$ cat config.mk
export PLATFORM = sky130hd
export DESIGN_NAME = wlf_ctrl
export DESIGN_NICKNAME = d
export VERILOG_FILES = /design/src/wlf_pkg.sv /design/src/wlf_ctrl.sv
export SDC_FILE = /design/constraint.sdc
export NUM_CORES = 1
export LEC_CHECK = 0
export BUFFER_PORTS_ARGS = -buffer_cell sky130_fd_sc_hd__buf_2
export CAP_MARGIN = 20
export CORE_MARGIN = 2
export CORE_UTILIZATION = 40
export CTS_CLUSTER_DIAMETER = 50
export CTS_CLUSTER_SIZE = 14
export DETAILED_ROUTE_END_ITERATION = 6
export PLACE_DENSITY = 0.67
export SLEW_MARGIN = 10
export SYNTH_ARGS = -nofsm -noshare
export SYNTH_HDL_FRONTEND = slang
export SYNTH_SLANG_ARGS = --single-unit
export TNS_END_PERCENT = 1
$ cat constraint.sdc
create_clock -name clock -period 3.44 [get_ports clock]
set_clock_uncertainty 0.2 [all_clocks]
set_input_delay 0.688 -clock clock [delete_from_list [all_inputs] [get_ports clock]]
set_output_delay 0.688 -clock clock [all_outputs]
set_load 0.05 [all_outputs]
$ cat src/wlf_pkg.sv
// Shared types, constants and tables for the waypoint list follower.
package wlf_pkg;

   localparam int MAX_WAYPOINTS_DEF = 64;
   localparam int CORDIC_STEPS_DEF  = 16;
   localparam int UID_W  = 7;
   localparam int POS_W  = 24;
   localparam int TOL_W  = 16;
   localparam int SPD_W  = 16;
   localparam int YAW_W  = 16;
   localparam int EFF_W  = 16;
   localparam int CSR_W  = 16;
   localparam int CSR_IDX_W = 2;
   localparam int CV_W   = 34;   // cordic x/y datapath width
   localparam int ANG_W  = 26;   // cordic angle accumulator width
   localparam int FINE_PI = 8388608;
   localparam logic [15:0] INV_GAIN = 16'd39797;
   localparam logic [22:0] ROT_MULT = 23'd4117748;

   typedef enum logic [2:0] {
      CMD_LOAD  = 3'd0,
      CMD_CLEAR = 3'd1,
      CMD_EXEC  = 3'd2,
      CMD_SPEED = 3'd3,
      CMD_TICK  = 3'd4
   } cmd_type;

   typedef enum logic [1:0] {
      ST_OK       = 2'd0,
      ST_UNKNOWN  = 2'd1,
      ST_RANGE    = 2'd2
   } status_type;

   typedef enum logic [1:0] {
      CSR_DEF_TOL = 2'd0,
      CSR_MIN_TOL = 2'd1,
      CSR_ALIGN   = 2'd2,
      CSR_LIMIT   = 2'd3
   } csr_idx_type;

   typedef struct packed {
      cmd_type            command;
      logic [UID_W-1:0]   entry_uid;
      logic signed [POS_W-1:0] pos_x;
      logic signed [POS_W-1:0] pos_y;
      logic [TOL_W-1:0]   tolerance;
      logic               tolerance_given;
      logic [UID_W-1:0]   next_uid;
      logic               start_given;
      logic [SPD_W-1:0]   speed;
      logic signed [YAW_W-1:0] yaw;
   } req_type;

   typedef struct packed {
      logic signed [EFF_W-1:0] linear_effort;
      logic signed [EFF_W-1:0] rotational_effort;
      logic [UID_W-1:0]   active_uid;
      logic               arrived;
      status_type         status;
   } rsp_type;

   // controller -> datapath
   typedef struct packed {
      logic capture;    // latch request word, start table read at its uid
      logic do_item;    // execute non-tick command / tick pre-check
      logic rd_cur;     // read table at current uid
      logic chk_tol;    // tolerance test on read data
      logic rd_tgt;     // read table at (possibly advanced) current uid
      logic cord_init;  // load cordic registers
      logic cord_step;  // one cordic iteration
      logic fin_dist;   // distance multiply, heading error and turn test
      logic fin_err;    // distance rounding and heading error multiply
      logic fin_lin;    // distance times speed
      logic fin_out;    // saturate and form result
      logic rsp_load;   // result to output register
   } ctl_type;

   // datapath -> controller
   typedef struct packed {
      logic is_tick;
      logic has_target;
      logic cord_last;
   } sts_type;

   function automatic logic [ANG_W-1:0] atan_fine(input logic [4:0] i);
      logic [ANG_W-1:0] r;
      case (i)
         5'd0:  r = 26'd2097152;
         5'd1:  r = 26'd1238021;
         5'd2:  r = 26'd654136;
         5'd3:  r = 26'd332050;
         5'd4:  r = 26'd166669;
         5'd5:  r = 26'd83416;
         5'd6:  r = 26'd41718;
         5'd7:  r = 26'd20860;
         5'd8:  r = 26'd10430;
         5'd9:  r = 26'd5215;
         5'd10: r = 26'd2608;
         5'd11: r = 26'd1304;
         5'd12: r = 26'd652;
         5'd13: r = 26'd326;
         5'd14: r = 26'd163;
         5'd15: r = 26'd81;
         5'd16: r = 26'd41;
         5'd17: r = 26'd20;
         5'd18: r = 26'd10;
         5'd19: r = 26'd5;
         5'd20: r = 26'd3;
         5'd21: r = 26'd1;
         5'd22: r = 26'd1;
         default: r = '0;
      endcase
      return r;
   endfunction

endpackage

$ cat src/wlf_ctrl.sv
// Sequencing state machine for one request word.
module wlf_ctrl (
   input  logic              clock,
   input  logic              reset,
   input  logic              req_valid,
   output logic              req_ready,
   output logic              rsp_valid,
   input  logic              rsp_ready,
   input  wlf_pkg::sts_type  sts,
   output wlf_pkg::ctl_type  ctl
);
   import wlf_pkg::*;

   typedef enum logic [11:0] {
      S_IDLE  = 12'b000000000001,
      S_ITEM  = 12'b000000000010,
      S_RDCUR = 12'b000000000100,
      S_CHK   = 12'b000000001000,
      S_RDTGT = 12'b000000010000,
      S_INIT  = 12'b000000100000,
      S_STEP  = 12'b000001000000,
      S_DIST  = 12'b000010000000,
      S_ERR   = 12'b000100000000,
      S_LIN   = 12'b001000000000,
      S_OUT   = 12'b010000000000,
      S_RSP   = 12'b100000000000
   } state_type;

   state_type state_ff, state_in;
   logic      rsp_valid_ff, rsp_valid_in;

   wire out_free = !rsp_valid_ff || rsp_ready;

   always_comb begin
      state_in     = state_ff;
      rsp_valid_in = rsp_valid_ff && !rsp_ready;
      ctl          = '0;
      req_ready    = 1'b0;
      case (state_ff)
         S_IDLE: begin
            req_ready   = 1'b1;
            ctl.capture = req_valid;
            if (req_valid) state_in = S_ITEM;
         end
         S_ITEM: begin
            ctl.do_item = 1'b1;
            state_in = (sts.is_tick && sts.has_target) ? S_RDCUR : S_RSP;
         end
         S_RDCUR: begin
            ctl.rd_cur = 1'b1;
            state_in = S_CHK;
         end
         S_CHK: begin
            ctl.chk_tol = 1'b1;
            state_in = S_RDTGT;
         end
         S_RDTGT: begin
            ctl.rd_tgt = 1'b1;
            state_in = sts.has_target ? S_INIT : S_RSP;
         end
         S_INIT: begin
            ctl.cord_init = 1'b1;
            state_in = S_STEP;
         end
         S_STEP: begin
            ctl.cord_step = 1'b1;
            if (sts.cord_last) state_in = S_DIST;
         end
         S_DIST: begin
            ctl.fin_dist = 1'b1;
            state_in = S_ERR;
         end
         S_ERR: begin
            ctl.fin_err = 1'b1;
            state_in = S_LIN;
         end
         S_LIN: begin
            ctl.fin_lin = 1'b1;
            state_in = S_OUT;
         end
         S_OUT: begin
            ctl.fin_out = 1'b1;
            state_in = S_RSP;
         end
         S_RSP: begin
            if (out_free) begin
               ctl.rsp_load = 1'b1;
               rsp_valid_in = 1'b1;
               state_in = S_IDLE;
            end
         end
         default: state_in = S_IDLE;
      endcase
   end

   always_ff @(posedge clock) begin
      if (reset) begin
         state_ff     <= S_IDLE;
         rsp_valid_ff <= 1'b0;
      end else begin
         state_ff     <= state_in;
         rsp_valid_ff <= rsp_valid_in;
      end
   end

   assign rsp_valid = rsp_valid_ff;
endmodule

==> flow_summary.yaml, run 1 <==
yosys:
  ys_warn_count: 0
  synth-seq-area-share: 0.320
  async_flop_share: 0
  syn-cell-area_um2: 815
  synth-edff-count: 0
  syn_inst: 96
  synth_cell_types: 37
  ys_ff_latch: 13
  syn_nets: 103
  avgSynthCellArea_um2: 8.48
  yosys_most_used_dff: "dfxtp_1"
grt:
  grt_start_max_net_pins: 10
  grtUsageMet3: 0.0675
  grt_pass1_vias: 759
  met1_usage: 0.241
  busiest_layer: "met2"
  grt-ovfl-total: 0
  use_met2: 0.277
  grt_pass1_wl_um: 3350
  antenna_found_initial: 0
  grt_util_all_layers: 0.178
placement:
  post-place-cells: 141
  gp_congestion: 0.849
  portBuffers: 20
  dp_hpwl_um: 1510
detailed_routing:
  drt-initial-drc-count: 11
  vias: 817
  routed_wl_um: 2000
  via_per_inst: 5.63
  drcViolationCount: 0
  first_pass_iters: 4
  drtAntennaViolNets: 0
  wl_per_cell_um: 13.8
sta:
  period_share: 0.851
  finalMaxSlewViolations: 0
  hold_viol: 0
  setup_viol: 0
  worstMarginPinSlew_ns: 0.493
  min_period_ns: 2.93
  rsz0062_at_grt: "no"
  fmax_mhz: 342
  finalSetupTns_ns: 0
  max-slew-margin-rel: 0.671
worst_setup_path:
  critPathKind: "register to output pin"
  critPathCaptureType: "output pin"
  crit_required_ns: 2.55
  startpoint: "state_ff[1]"
  reg2reg_depth: 5
  cp-start-kind: "register"
  critPathArrivalTime_ns: 2.04
  crit_fanout: 7
  r2r-start: "state_ff[4]"
clock_tree:
  cts_sinks: 13
  cts.hold.buffers_added: 0
  cts_setup_buffers: 0
  clk_latency_ns: 0.28
  cts_inserted_buffers: 3
  htree_levels: 1
  tritoncts: "built"
  ctsResizeCount: 0
  path_clk_slew_ns: 0.08
  cts_root_buf: "clkbuf_4"
  clockBufferDepth: 2
power_and_ir_drop:
  peakVddDrop_v: 0.000293
  power_density_nw_per_um2: 489
  p_leak_nw: 0.469
floorplan:
  num_io_pins: 21
  die_width_um: 49.1
  dieArea_um2: 2410
  start_util: 0.419
  core-area_um2: 1940
  die_y_um: 49.1
  rows: 16
layout:
  area_growth_pct: 18.6
  stdcell_count: 145
  drive_gt1_frac: 0.254
  diodes: 0
  layout.nets: 126
  utilization: 0.497
min_path:
  hold_path.class: "register to register"
  whs_path_depth: 2
  hp-start: "rsp_valid"
job:
  maxCapViolations: 0
outcome:
  status: "finished clean"
[registers in the layout (all words and copies together) (netlist names)]
| name | cells |
|---|---|
| state_ff | 12 |
| rsp_valid | 1 |
[report_power, final]
group          switching (W)  total (W)  internal (W)  leakage (nW)
Sequential         0.0000204   0.000182      0.000162         0.105
Clock              0.0000517  0.0000967     0.0000450        0.0150
Combinational       0.000127   0.000193     0.0000667         0.349
Total               0.000199   0.000472      0.000274         0.469
[layer usage]
metal / vias up / part of all wire
met5: - / 0
met1: 379 / 0.47
met4: 0 / 0
li1: 408 / -
met3: 0 / 0.072
met2: 30 / 0.45
[Yosys cell counts (all sizes together) (3+ instances only)]
cell type,number,area [um^2]
nor3,3,15.0
nor2b,4,32.5
nand3b,3,22.5
a21oi,4,20.0
nor4,3,55.1
nand2,5,18.8
and3,7,43.8
and4b,6,61.3
nand3,3,20.0
o21ai,5,25.0
nor2,15,58.8
dfxtp,13,260
[area by class of cell]
type | instances | area [um^2]
sequential | 13 | 260
multi-input combinational | 79 | 538
fill | 204 | 976
tap | 27 | 33.8
inverter | 2 | 7.51
clock buffer | 4 | 26.3
timing repair buffer | 20 | 100
[layout by cell type (no fill, tap or decap), types with 4 or more instances in the layout]
master / count
nor2_1: 14
and4b_1: 5
dfxtp_1: 13
o21ai_0: 4
a21oi_1: 4
and3_1: 7
buf_2: 20
nand2_1: 5
[worst paths after layout]
kind	to	slack (ns)
max	ctl[6]	0.51
min	rsp_valid	0.36
max reg2reg	state_ff[1]	1.30
min reg2reg	rsp_valid	0.36
[metrics by stage]
step / cell area, um^2 / setup WS, ns / total power [W] / hold slack [ns]
3_5_place_dp: 940 / 0.839 / 0.000377 / 0.348
5_1_grt: 966 / 0.385 / 0.000501 / 0.409
2_1_floorplan: 815 / 0.418 / 0.000335 / 0.441
3_3_place_gp: 940 / 0.858 / 0.000373 / 0.354
6_report: 966 / 0.512 / 0.000472 / 0.363
4_1_cts: 966 / 0.517 / 0.000474 / 0.369
[cell families (layout without fill, tap and decap cells)]
kind of cell / count (synthesis) / in the layout / share of synthesized area
buf+inv: 4 / 26 / 0.0200
compound gates: 17 / 17 / 0.138
simple gates: 60 / 60 / 0.501
flops: 13 / 13 / 0.320
xor+xnor: 2 / 2 / 0.0215
[critical path, stage by stage, from the launching register on]
cell,delay [ns]
dfxtp_1,0.38
or4_1,0.64
nor2_1,0.18
and4b_2,0.28
buf_2,0.28
(Power assumes the default switching activity.)
==> run 2: changes to the inputs <==
--- a/config.mk
+++ b/config.mk
@@ -8,11 +8,11 @@
 export BUFFER_PORTS_ARGS = -buffer_cell sky130_fd_sc_hd__buf_2
 export CAP_MARGIN = 20
 export CORE_MARGIN = 2
-export CORE_UTILIZATION = 40
+export CORE_UTILIZATION = 30
 export CTS_CLUSTER_DIAMETER = 50
 export CTS_CLUSTER_SIZE = 14
 export DETAILED_ROUTE_END_ITERATION = 6
-export PLACE_DENSITY = 0.67
+export PLACE_DENSITY = 0.54
 export SLEW_MARGIN = 10
 export SYNTH_ARGS = -nofsm -noshare
 export SYNTH_HDL_FRONTEND = slang
==> run 2 against run 1 <==
Non-clock buffer count unchanged. Core utilization down 11 points. Critical path depth unchanged. Global-route usage down 5.2 points. Critical path type unchanged. Critical endpoint unchanged. Final cell count up 2.1%. Combinational power about the same. Sequential power about the same. Clock power about the same. Largest power group unchanged. Power down 0.68%. First-iteration DRC count rose to 3.0 times the previous value.
==> flow_summary.yaml, run 2 (synthesized netlist as in run 1, its figures left out) <==
min_path:
  hp-start: "rsp_valid"
  hold_path.class: "register to register"
clock_tree:
  cts_setup_buffers: 0
  cts_inserted_buffers: 3
  path_clk_slew_ns: 0.09
  ctsResizeCount: 0
  cts_sinks: 13
  tritoncts: "built"
  clk_latency_ns: 0.28
  cts_root_buf: "clkbuf_4"
  cts.hold.buffers_added: 0
  htree_levels: 1
  clockBufferDepth: 2
job:
  maxCapViolations: 0
worst_setup_path:
  crit_required_ns: 2.55
  crit_fanout: 7
  critPathArrivalTime_ns: 2.02
  critPathKind: "register to output pin"
  r2r-start: "state_ff[11]"
  startpoint: "state_ff[1]"
  critPathCaptureType: "output pin"
  cp-start-kind: "register"
detailed_routing:
  vias: 817
  first_pass_iters: 4
  drt-initial-drc-count: 33
  via_per_inst: 5.52
  wl_per_cell_um: 13.3
  drtAntennaViolNets: 0
  routed_wl_um: 1970
  drcViolationCount: 0
sta:
  setup_viol: 0
  max-slew-margin-rel: 0.684
  finalMaxSlewViolations: 0
  worstMarginPinSlew_ns: 0.474
  min_period_ns: 2.91
  finalSetupTns_ns: 0
  hold_viol: 0
  period_share: 0.846
  rsz0062_at_grt: "no"
  fmax_mhz: 343
floorplan:
  core-area_um2: 2520
  start_util: 0.323
  num_io_pins: 21
  rows: 18
  die_y_um: 56.1
  dieArea_um2: 3150
  die_width_um: 56.1
grt:
  grt-ovfl-total: 0
  grt_pass1_wl_um: 3080
  grt_pass1_vias: 700
  antenna_found_initial: 0
  grt_util_all_layers: 0.125
  grt_start_max_net_pins: 10
layout:
  drive_gt1_frac: 0.263
  most-common-layout-cells: "buf_2, nor2_1, dfxtp_1, and3_1"
  nFillCells: 273
  diodes: 0
  largest_reg_flops: 12
  layout.nets: 126
  utilization: 0.385
  regMostFlops: "state_ff"
  final_common_cell: "buf_2"
  area_growth_pct: 19.2
placement:
  dp_hpwl_um: 1490
  portBuffers: 20
  gp_congestion: 0.827
power_and_ir_drop:
  peakVddDrop_v: 0.000238
  p_leak_nw: 0.472
  power_density_nw_per_um2: 483
outcome:
  status: "finished clean"
==> run 2: changes by cell type in the layout (fill, tap and decap cells not counted), sizes merged <==
cell	before	now
clkbuf	4	3
clkinv	0	1
==> run 2: layout make-up <==
cell class	instances	area, um^2	area share
inverters	2	7.51	0.00773
clock buffers	3	22.5	0.0232
clock inverters	1	5.00	0.00515
repair buffers	20	100	0.103
flip-flops and latches	13	260	0.268
multi-input cells	79	538	0.554
well taps	30	37.5	0.0387
==> run 2: critical path, cell delays in order (launching register included) <==
cell and delay (ns):
dfxtp_1 0.39, or4_1 0.64, nor2_1 0.17, and4b_2 0.28
buf_2 0.27
==> run 2: where the power goes <==
part | total (W) | switching [W] | leakage [nW] | internal, W
Combinational | 0.000190 | 0.000123 | 0.349 | 0.0000667
Sequential | 0.000182 | 0.0000205 | 0.105 | 0.000162
Clock | 0.0000970 | 0.0000539 | 0.0177 | 0.0000431
Total | 0.000469 | 0.000197 | 0.472 | 0.000272
==> run 2: stage by stage <==
stage	cells	hold slack [ns]	cell area (um^2)	power, W	worst slack (ns)
2_1_floorplan	96	0.441	815	0.000335	0.418
3_3_place_gp	144	0.360	943	0.000375	0.849
3_5_place_dp	144	0.346	943	0.000375	0.842
4_1_cts	148	0.372	971	0.000471	0.519
5_1_grt	148	0.433	971	0.000493	0.423
6_report	148	0.371	971	0.000469	0.529
==> run 2: worst paths after layout <==
path / depth (start not counted) / slack [ns] / end
setup reg to reg: 5 / 1.32 / state_ff[0]
setup / recovery: 4 / 0.53 / ctl[6]
hold reg to reg: 2 / 0.37 / rsp_valid
hold / removal: 2 / 0.37 / rsp_valid
==> run 2: routing by layer <==
layer,vias to the layer above,global-route usage,share of wire,wire length [um]
met5,-,0,0,0
met4,0,0.0714,0.019,38
met3,6,0.0233,0.052,103
met2,25,0.178,0.43,850
met1,379,0.175,0.50,978
li1,407,-,-,-
==> run 3: changes to the inputs <==
--- a/config.mk
+++ b/config.mk
@@ -5,6 +5,7 @@
 export SDC_FILE = /design/constraint.sdc
 export NUM_CORES = 1
 export LEC_CHECK = 0
+export ABC_AREA = 1
 export BUFFER_PORTS_ARGS = -buffer_cell sky130_fd_sc_hd__buf_2
 export CAP_MARGIN = 20
 export CORE_MARGIN = 2
@@ -12,7 +13,7 @@
 export CTS_CLUSTER_DIAMETER = 50
 export CTS_CLUSTER_SIZE = 14
 export DETAILED_ROUTE_END_ITERATION = 6
-export PLACE_DENSITY = 0.54
+export PLACE_DENSITY = 0.56
 export SLEW_MARGIN = 10
 export SYNTH_ARGS = -nofsm -noshare
 export SYNTH_HDL_FRONTEND = slang
==> constraint.sdc (replaced) <==
create_clock -name clock -period 2.6 [get_ports clock]
set_clock_uncertainty 0.2 [all_clocks]
set_input_delay 0.52 -clock clock [delete_from_list [all_inputs] [get_ports clock]]
set_output_delay 0.52 -clock clock [all_outputs]
set_load 0.05 [all_outputs]
==> run 3 against run 2 <==
Combinational power fell by 18%. Core utilization shrank 1.7 points. Final area increased by 2.6%. Hold slack lost 0.084 ns. Critical path depth rose by 2. Area after synthesis is 2.5% higher. Die area is 2.3% higher. Largest cell class unchanged. Sequential power up 18%. First-iteration DRC count shrank 79%.
==> flow_summary.yaml, run 3 <==
outcome:
  status: "finished clean"
detailed_routing:
  drcViolationCount: 0
  drtAntennaViolNets: 0
  via_per_inst: 4.13
  wl_per_cell_um: 9.13
  drt-initial-drc-count: 7
  vias: 785
  first_pass_iters: 3
  routed_wl_um: 1730
power_and_ir_drop:
  power_density_nw_per_um2: 499
  p_leak_nw: 0.604
  power_w: 0.000497
  peakVddDrop_v: 0.000444
layout:
  diodes: 0
  nFillCells: 319
  final_common_cell: "inv_1"
  layout.nets: 167
  regMostFlops: "state_ff"
  regArea_um2: 260
  area_growth_pct: 19.3
  largest_reg_flops: 12
  multi_input_area_um2: 434
  most-common-layout-cells: "inv_1, nand2_1, buf_2, nor2_1, dfxtp_1"
  drive_gt1_frac: 0.283
clock_tree:
  cts_root_buf: "clkbuf_4"
  cts.hold.buffers_added: 0
  htree_levels: 1
  cts_inserted_buffers: 3
  cts_sinks: 13
  tritoncts: "built"
  ctsResizeCount: 0
  clk_latency_ns: 0.27
  path_clk_slew_ns: 0.08
  clockBufferDepth: 2
  cts_setup_buffers: 0
yosys:
  synth_cell_types: 17
  yosys-top-cells-area: "dfxtp_1, inv_1, nand2_1, nor2_1, nand3_2"
  ys_ff_latch: 13
  yosys_most_used_dff: "dfxtp_1"
  synth-seq-area-share: 0.312
  syn_nets: 143
  synth_commonest_cells: "inv_1, nand2_1, nor2_1"
  netlist.area_leader.share: 0.312
  ys_warn_count: 0
  yosysMostFrequentCell: "inv_1"
  yosysTopAreaCell: "dfxtp_1"
  syn-cell-area_um2: 835
  syn_inst: 136
  async_flop_share: 0
  avgSynthCellArea_um2: 6.14
  synth-edff-count: 0
floorplan:
  num_io_pins: 21
  die_y_um: 56.7
  die_width_um: 56.7
  dieArea_um2: 3220
  rows: 19
  core-area_um2: 2710
  start_util: 0.308
grt:
  grt_pass1_wl_um: 3130
  antenna_found_initial: 0
  grt_util_all_layers: 0.122
  grt_start_max_net_pins: 14
  grt_pass1_vias: 785
  grt-ovfl-total: 0
sta:
  hold_viol: 0
  rsz0062_at_grt: "no"
  min_period_ns: 2.26
  fin_ws_ns: 0.338
  fmax_mhz: 442
  finalSetupTns_ns: 0
  finalMaxSlewViolations: 0
  setup_viol: 0
  period_share: 0.870
  whs_ns: 0.287
  max-slew-margin-rel: 0.824
  worstMarginPinSlew_ns: 0.262
worst_setup_path:
  cpMaxStageDelayCell: "dfxtp_1"
  crit_end: "ctl[11]"
  critPathCaptureType: "output pin"
  crit_required_ns: 1.88
  r2r-start: "state_ff[8]"
  reg2reg_depth: 6
  crit_fanout: 8
  crit_buf_inv: 1
  cp_slowest_stage_delay_ns: 0.34
  crit_family: "simple AND/OR/NAND/NOR gates"
  startpoint: "state_ff[4]"
  crit_cells: 6
  r2r_end: "state_ff[10]"
  crit_chain: "nor2_2 -> nand2_2 -> nor2_4 -> nand2_1 -> nor2_1 -> buf_2"
  r2r_slack_ns: 1.15
  critPathKind: "register to output pin"
  critPathArrivalTime_ns: 1.54
  cp-start-kind: "register"
placement:
  gp_congestion: 0.804
  place_ws_ns: 0.640
  dp_hpwl_um: 1410
  portBuffers: 20
job:
  maxCapViolations: 0
min_path:
  hold_path.class: "input port to register"
## run 3: cell types whose count changed after synthesis, moves of 3 or more
cell      previous run  this run
nand3b_1             3         0
and3_1               7         0
nand3_2              1         5
nand2_1              5        31
nor2_2               1         7
nor2b_1              3         0
nand2_2              0         5
and4b_1              5         0
nor2_4               0         3
inv_1                2        34
nor3_1               3         9
## run 3: cells by family after synthesis
family	after synthesis	synth area share
AND/OR/NAND/NOR	78	0.469
buffers and inverters	37	0.168
flip-flops	13	0.312
AO/OA/AOI/OAI	8	0.0510
## run 3: area by class of cell
| cell class | instances | area share |
|---|---|---|
| Multi-Input combinational cell | 86 | 0.436 |
| Sequential cell | 13 | 0.261 |
| Inverter | 36 | 0.137 |
| Timing Repair Buffer | 20 | 0.101 |
| Tap cell | 31 | 0.0389 |
| Clock buffer | 4 | 0.0264 |
## run 3: through the flow
stage / utilization / instances / cell area (um^2)
finish: 0.367 / 190 / 996
global route: 0.367 / 190 / 996
CTS: 0.367 / 190 / 996
detailed placement: 0.358 / 186 / 970
global placement: 0.358 / 186 / 970
floorplan: - / 136 / 835
## run 3: per-layer routing
metal | global-route usage | up-vias | wire length, um
li1 | - | 445 | -
met1 | 0.142 | 322 | 840
met2 | 0.219 | 18 | 782
met3 | 0.0484 | 0 | 111
met4 | 0.00997 | 0 | 0
met5 | 0 | - | 0
## run 3: report_power, final
group	switching [W]	internal [W]	leakage (nW)
Combinational	0.000111	0.0000448	0.484
Sequential	0.00000689	0.000207	0.105
Clock	0.0000680	0.0000594	0.0150
Total	0.000186	0.000311	0.604
## run 3: worst min-delay path by stage
stage / from / endpoint / cells after the start
3_5_place_dp: rsp_valid / rsp_valid / 2
5_1_grt: sts[2] / state_ff[2] / 3
6_report: sts[2] / state_ff[2] / 3
4_1_cts: sts[2] / state_ff[2] / 3
3_3_place_gp: rsp_valid / rsp_valid / 2
2_1_floorplan: state_ff[3] / state_ff[4] / 4
## run 3: worst min-delay path: stages
cell,delay (ns)
buf_2,0.09
inv_1,0.06
nor4_1,0.05
